## src/hw/rtl/spvf_pkg.sv

```systemverilog
// Shared types and constants for the sample playback voice.
// Used by spvf_mult and the top level of the voice; depends on nothing else.
package spvf_pkg;

  // Item command codes.
  localparam logic [1:0] CMD_LOAD    = 2'd0;
  localparam logic [1:0] CMD_REQUEST = 2'd1;
  localparam logic [1:0] CMD_TICK    = 2'd2;

  // Playback request codes.
  localparam logic [1:0] REQ_PLAY  = 2'd0;
  localparam logic [1:0] REQ_PAUSE = 2'd1;
  localparam logic [1:0] REQ_STOP  = 2'd2;

  // Configuration register indexes.
  localparam logic [1:0] CFG_SAMPLE_LENGTH = 2'd0;
  localparam logic [1:0] CFG_RATE_ADJUST   = 2'd1;
  localparam logic [1:0] CFG_LOOP_ENABLE   = 2'd2;

  // Voice play states, also reported as status.
  localparam logic [2:0] ST_STOPPED    = 3'd0;
  localparam logic [2:0] ST_PAUSED     = 3'd1;
  localparam logic [2:0] ST_FADE_IN    = 3'd2;
  localparam logic [2:0] ST_FULL       = 3'd3;
  localparam logic [2:0] ST_FADE_PAUSE = 3'd4;
  localparam logic [2:0] ST_FADE_STOP  = 3'd5;

  // Fade step of 0.005 in Q1.16 and full scale volume.
  localparam int FADE_STEP = 328;
  localparam int VOL_ONE   = 65536;

  // Shared multiplier operand widths and the scaled speed width.
  localparam int MUL_A_W = 25;
  localparam int MUL_B_W = 18;
  localparam int PROD_W  = MUL_A_W + MUL_B_W;
  localparam int SPD_W   = 26;

  localparam int CFG_DATA_W = 16;

  typedef struct packed {
    logic [1:0]          cmd;
    logic [11:0]         load_address;
    logic signed [15:0]  load_value;
    logic [1:0]          request;
    logic signed [23:0]  speed;
  } in_item_t;

  typedef struct packed {
    logic signed [15:0]  sample_out;
    logic [2:0]          status;
    logic [11:0]         position_index;
  } out_item_t;

endpackage

```

## src/hw/rtl/spvf_mult.sv

```systemverilog
// Shared signed multiplier of the playback voice with a registered product.
// Depends on spvf_pkg for the operand widths.
module spvf_mult (
  input  logic                              clk,
  input  logic signed [spvf_pkg::MUL_A_W-1:0] op_a,
  input  logic signed [spvf_pkg::MUL_B_W-1:0] op_b,
  output logic signed [spvf_pkg::PROD_W-1:0]  prod
);
  import spvf_pkg::*;

  always_ff @(posedge clk) begin
    prod <= PROD_W'(op_a) * PROD_W'(op_b);
  end

endmodule

```

## config.mk

```make
export PLATFORM = sky130hd
export DESIGN_NAME = spvf_mult
export DESIGN_NICKNAME = d
export VERILOG_FILES = /design/src/hw/rtl/spvf_pkg.sv /design/src/hw/rtl/spvf_mult.sv
export SDC_FILE = /design/constraint.sdc
export NUM_CORES = 1
export LEC_CHECK = 0
export BUFFER_PORTS_ARGS = -buffer_cell sky130_fd_sc_hd__buf_4
export CAP_MARGIN = 10
export CORE_ASPECT_RATIO = 1.2
export CORE_MARGIN = 10
export CORE_UTILIZATION = 58
export CTS_CLUSTER_DIAMETER = 80
export CTS_CLUSTER_SIZE = 10
export DETAILED_ROUTE_END_ITERATION = 10
export GPL_TIMING_DRIVEN = 0
export PLACE_DENSITY = 0.76
export SLEW_MARGIN = 20
export SYNTH_ARGS = -nofsm -noshare
export SYNTH_HDL_FRONTEND = slang
export SYNTH_SLANG_ARGS = --single-unit
```

## constraint.sdc

```tcl
create_clock -name clk -period 7.37 [get_ports clk]
set_input_delay 1.1055 -clock clk [delete_from_list [all_inputs] [get_ports clk]]
set_output_delay 1.1055 -clock clk [all_outputs]
set_load 0.1 [all_outputs]
```

==> results of run 1 <==
==> critical path, stage by stage <==
cell	delay, ns
buf_4	0.17
clkbuf_2	0.40
nand2_1	0.13
fa_1	0.50
fa_1	0.50
inv_1	0.07
fa_1	0.50
inv_1	0.05
fa_1	0.50
fa_1	0.45
fa_2	0.69
inv_1	0.10
ha_4	0.25
a21o_1	0.20
a221oi_4	0.35
a2111oi_4	0.13
a31o_2	0.29
o31ai_4	0.27
buf_12	0.16
o311ai_4	0.10
a2111oi_2	0.40
a311oi_1	0.08
==> layer usage <==
metal	up-vias	wire (um)
met2	439	25400
met3	166	2720
met4	2	3350
li1	5504	-
met5	-	9
met1	6540	16600
==> final cells by class <==
type	count	area (um2)	share of cell area, %
multi-input combinational	1234	13900	75.8
inverter	515	1930	10.5
sequential	43	861	4.69
timing repair buffer	80	613	3.34
tap	385	482	2.62
buffer	61	374	2.04
clock buffer	5	125	0.681
clock inverter	3	47.5	0.259
==> Yosys cell counts, types with 3 or more instances <==
| cell type | number | area, um2 |
|---|---|---|
| o21ai_0 | 22 | 110 |
| xnor2_1 | 31 | 272 |
| o211ai_1 | 3 | 22.5 |
| nand2b_1 | 11 | 68.8 |
| nand2_1 | 277 | 1040 |
| ha_1 | 107 | 1340 |
| and2_1 | 167 | 1040 |
| dfxtp_1 | 43 | 861 |
| o311ai_1 | 4 | 35.0 |
| nor2b_1 | 6 | 37.5 |
| a31oi_1 | 5 | 31.3 |
| nand3_1 | 5 | 25.0 |
| inv_1 | 515 | 1930 |
| xor2_1 | 4 | 35.0 |
| clkbuf_1 | 70 | 263 |
| nor2_1 | 46 | 173 |
| a21boi_0 | 3 | 22.5 |
| a21o_1 | 11 | 82.6 |
| a211oi_1 | 7 | 52.6 |
| nor3_1 | 7 | 35.0 |
| nand4_1 | 4 | 25.0 |
| a21oi_1 | 31 | 155 |
| o21a_1 | 6 | 45.0 |
| fa_1 | 441 | 8830 |
| o21bai_1 | 5 | 37.5 |
==> cells by family after synthesis <==
| family | after synthesis | synth area share, % |
|---|---|---|
| adders and majority gates | 548 | 60.3 |
| DFF | 43 | 5.10 |
| buffers and inverters | 586 | 13.0 |
| xor gates and xnor gates | 35 | 1.82 |
| AOI/OAI and AO/OA | 122 | 4.99 |
| and+or+nand+nor | 529 | 14.8 |
==> final timing paths <==
path	startpoint	end	slack [ns]	cells after the start
max	op_b[16]	prod[42]$_DFF_P_	0.14	22
min	op_a[0]	prod[0]$_DFF_P_	1.13	2
==> per-stage QoR <==
stage	hold WS, ns	setup TNS [ns]	instances
floorplan	1.23	0	1863
global placement	1.44	-13.87	2324
detailed placement	1.45	-15.24	2324
CTS	1.12	0	2329
global route	1.14	-0.0526	2326
finish	1.13	0	2326
==> repair_timing <==
item,in CTS,in global routing
buffers inserted,3,1
pin swaps,2,5
hold buffers,0,0
gates resized for setup,65,94
setup endpoints to repair,20,12
==> cells in the final DEF (no fill, tap or decap), drive strengths merged, types with 4 or more instances in the layout <==
| master | netlist | routed |
|---|---|---|
| nand2 | 277 | 277 |
| o21bai | 5 | 5 |
| a21o | 11 | 11 |
| xor2 | 4 | 4 |
| nor3 | 7 | 7 |
| buf | 1 | 95 |
| a31oi | 5 | 5 |
| nor2b | 6 | 6 |
| o21a | 6 | 6 |
| nand3 | 5 | 5 |
| o21ai | 25 | 25 |
| nand4 | 4 | 4 |
| nand2b | 11 | 11 |
| a211oi | 9 | 9 |
| dfxtp | 43 | 43 |
| xnor2 | 31 | 31 |
| clkbuf | 70 | 51 |
| o311ai | 4 | 4 |
| ha | 107 | 107 |
| and2 | 167 | 167 |
| inv | 515 | 516 |
| a21oi | 31 | 31 |
| a21boi | 4 | 4 |
| fa | 441 | 441 |
| nor2 | 46 | 46 |
==> run_results.csv, run 1 <==
group,metric,value,unit
outcome,status,"completed",
logic_synthesis,netlist-cell-type-count,49,
die,die_height,207,um
placement,routabilityCongestion,0.997,
cts,cts-root-buf,"clkbuf_16",
sta,fmax,0.138,GHz
sta,final.period_utilization,98.1,%
sta,hold_viol_final,0,
placement,pre_cts_ws,-1.09,ns
logic_synthesis,yosys_register_bits,43,
drt,ant_nets,0,
grt,grt_overflow,0,
logic_synthesis,synth_area,16900,um2
worst_setup_path,required,7.55,ns
cts,clockBufferDepth,2,
die,start_util,58.7,%
grt,use_met1,30.8,%
finish,area_growth,8.85,%
die,die_width,176,um
logic_synthesis,synth_edf_count,0,
grt,antenna_found_initial,2,
finish,fillers,2521,
sta,drv_slew,0,
cts,clock_sinks,43,
logic_synthesis,synth_flop_cell,"dfxtp_1",
cts,cts_buffers,5,
die,die-area,36300,um2
finish,fin_util,63.8,%
drt,drc,0,
die,io_pins,87,
placement,io_buffers,76,
grt,grt_pass1_wl,77000,um
logic_synthesis,ys_seq_area_share,5.10,%
worst_setup_path,endpoint_kind,"register",
finish,regMostFlops,"prod",
cts,htree_levels,2,
drt,vias,12651,
grt,busiest_layer,"met2",
die,num_rows,68,
finish,largest_registers,"prod x43",
finish,largest_reg_flops,43,
logic_synthesis,synth-async-reset-ratio,0,%
placement,hpwl,41400,um
drt,drtIter0Drc,765,
sta,worst_slack,0.139,ns
cts,cts_tree,"built",
logic_synthesis,avgSynthCellArea,9.05,um2
finish,fin_area,18400,um2
grt,grt_pass1_vias,14019,
finish,drive_gt1_share,8.86,%
die,placeableCoreArea,28800,um2
sta,setup_viol,0,
logic_synthesis,yosys_warnings,0,
sta,worstMarginPinSlew,0.633,ns
worst_setup_path,crit_fanout,10,
sta,layout_min_cycle_time,7.23,ns
worst_setup_path,crit_type,"in -> reg",
drt,drt_pass1_iterations,5,
grt,grt_max_degree,19,
cts,clkTransAtPathRegs,0.06,ns
worst_setup_path,critPathArrivalTime,7.41,ns
placement,placed_area,17900,um2
worst_hold_path,hold_path_class,"in -> reg",
logic_synthesis,syn_nets,2455,
sta,max-slew-margin-rel,57.5,%
drt,via_per_inst,5.44,
grt,grt.met3_usage,3.98,%
grt,track_usage,28.0,%
finish,final_nets,2532,
finish,n_antenna_cell,0,
worst_setup_path,start_kind,"primary input",
grt,met2_usage,50.0,%
drt,wl_per_cell,20.7,um
logic_synthesis,syn_inst,1863,
job,max_cap_viol_count,0,
drt,wirelength,48100,um
Power of run 1 is left out: the tool's default activity adds up to more than one toggle a clock period on the data nets, which glitch-free logic cannot reach.
==> run 2, diff against run 1 <==
==> constraint.sdc (replaced) <==
create_clock -name clk -period 8.2 [get_ports clk]
set_input_delay 1.23 -clock clk [delete_from_list [all_inputs] [get_ports clk]]
set_output_delay 1.23 -clock clk [all_outputs]
set_load 0.1 [all_outputs]
==> run 2 against run 1 <==
  * Routed wire length rose by 0.96%
  * Non-clock buffer count rose by 5
  * Sequential share of layout area rose by 0.069 points
  * Via count rose by 1.3%
  * First-iteration DRC count fell by 15%
  * Die area did not move
  * Sequential cell count did not move
  * Setup slack improved by 0.024 ns
  * Critical path depth did not move
  * Critical endpoint unchanged
==> run_results.csv, run 2 (synthesis results as in run 1) <==
group,metric,value,unit
worst_setup_path,required,8.43,ns
drt,wirelength,48500,um
sta,final.period_utilization,98.0,%
grt,grt_pass1_wl,77100,um
finish,final_cell_mix,"inv_1, fa_1, nand2_1, and2_1, ha_1",
finish,area_growth,7.26,%
drt,ant_nets,0,
grt,grt.met3_usage,4.53,%
worst_setup_path,worst_path_max_delay_cell,"clkbuf_1",
finish,mostFrequentLayoutCell,"inv_1",
die,die_height,207,um
cts,clockBufferDepth,2,
die,die-area,36300,um2
drt,via_per_inst,5.50,
sta,setup_viol,0,
sta,layout_min_cycle_time,8.04,ns
worst_setup_path,crit_type,"in -> reg",
finish,largest_registers,"prod x43",
worst_hold_path,hold_path_class,"in -> reg",
grt,busiest_layer,"met2",
finish,largest_reg_flops,43,
cts,cts_tree,"built",
placement,routabilityCongestion,0.997,
sta,hold_viol_final,0,
worst_setup_path,crit_fanout,10,
sta,worstMarginPinSlew,0.914,ns
grt,use_met1,30.7,%
worst_hold_path,min_delay_path_depth,2,
die,num_rows,68,
worst_setup_path,critPathArrivalTime,8.26,ns
worst_setup_path,critical_path.most_common_cell,"fa_1",
die,placeableCoreArea,28800,um2
outcome,status,"completed",
drt,vias,12818,
sta,max-slew-margin-rel,37.5,%
finish,drive_gt1_share,4.88,%
finish,final_nets,2537,
drt,drt_pass1_iterations,5,
worst_hold_path,holdPathEnd,"prod[0]$_DFF_P_",
sta,rsz0062_at_grt,"false",
worst_setup_path,start_kind,"primary input",
finish,regMostFlops,"prod",
worst_setup_path,cp_cell_sequence,"buf_4, clkbuf_1, and2_1, fa_1, inv_1, fa_1, fa_1, inv_1, fa_1, fa_1, inv_1, fa_1, inv_1, ha_1, and3_1, nand4_1, a2111oi_0, a31o_1, o31ai_4, o311ai_1, a2111oi_1, a311oi_1",
die,start_util,58.7,%
drt,drc,0,
finish,fin_util,62.9,%
job,max_cap_viol_count,0,
sta,fmax,0.124,GHz
worst_setup_path,critPathMaxStageDelay,0.67,ns
grt,grt_pass1_vias,14075,
grt,grt_overflow,0,
cts,cts-root-buf,"clkbuf_16",
finish,n_antenna_cell,0,
cts,clock_sinks,43,
die,io_pins,87,
cts,cts_hold_buf,0,
worst_hold_path,hp-start,"op_b[0]",
drt,drtIter0Drc,650,
cts,cts_buffers,5,
grt,met2_usage,49.7,%
drt,wl_per_cell,20.8,um
cts,htree_levels,2,
placement,hpwl,41400,um
worst_setup_path,endpoint_kind,"register",
grt,antenna_found_initial,3,
grt,grt_max_degree,16,
grt,track_usage,28.1,%
cts,clkTransAtPathRegs,0.06,ns
cts,post-cts-setup-buffers,0,
die,die_width,176,um
sta,drv_slew,0,
placement,io_buffers,76,
[run 2: area by class of cell]
| type | count | area [um2] |
|---|---|---|
| buffer | 70 | 267 |
| clock buffer | 5 | 125 |
| clock inverter | 3 | 47.5 |
| fill | 2560 | 10700 |
| inverter | 515 | 1930 |
| multi-input combinational | 1234 | 13800 |
| sequential | 43 | 861 |
| tap | 385 | 482 |
| timing repair buffer | 76 | 571 |
[run 2: worst max path at each step]
stage,from,to,cells past startpoint
floorplan,op_a[9],prod[42]$_DFF_P_,21
global placement,op_a[11],prod[41]$_DFF_P_,19
detailed placement,op_a[11],prod[41]$_DFF_P_,19
CTS,op_a[9],prod[42]$_DFF_P_,21
global route,op_a[11],prod[42]$_DFF_P_,21
finish,op_b[5],prod[42]$_DFF_P_,22
[run 2: critical path, delay by kind of cell]
kind | cells | cell delay, ns
buffers and inverters | 6 | 1.21
AO/OA/AOI/OAI | 6 | 1.72
AND/OR/NAND/NOR | 3 | 0.69
adder cells (fa/ha/maj) | 7 | 3.37
[run 2: layer usage]
metal  part of all wire (%)  up-vias
met5                  0.056        -
met4                    7.7        4
met3                    6.9      185
met2                     52      498
met1                     34     6625
li1                       -     5506
[run 2: through the flow]
step | worst slack [ns] | area, um2 | setup TNS, ns | hold slack (ns) | std cells
6_report | 0.163 | 18100 | 0 | 1.25 | 2331
5_1_grt | 0.00639 | 18100 | 0 | 1.25 | 2331
4_1_cts | 0.0348 | 18100 | 0 | 1.25 | 2332
3_5_place_dp | -0.385 | 17900 | -2.24 | 1.57 | 2324
3_3_place_gp | -0.332 | 17900 | -1.67 | 1.57 | 2324
2_1_floorplan | 1.21 | 16900 | 0 | 1.35 | 1863
[run 2: timing repair]
action | in CTS | in global routing
gates resized for setup | 2 | 5
endpoints found under the hold margin | 0 | 0
setup endpoints to repair | 4 | 6
Power of run 2 is left out for the same reason.
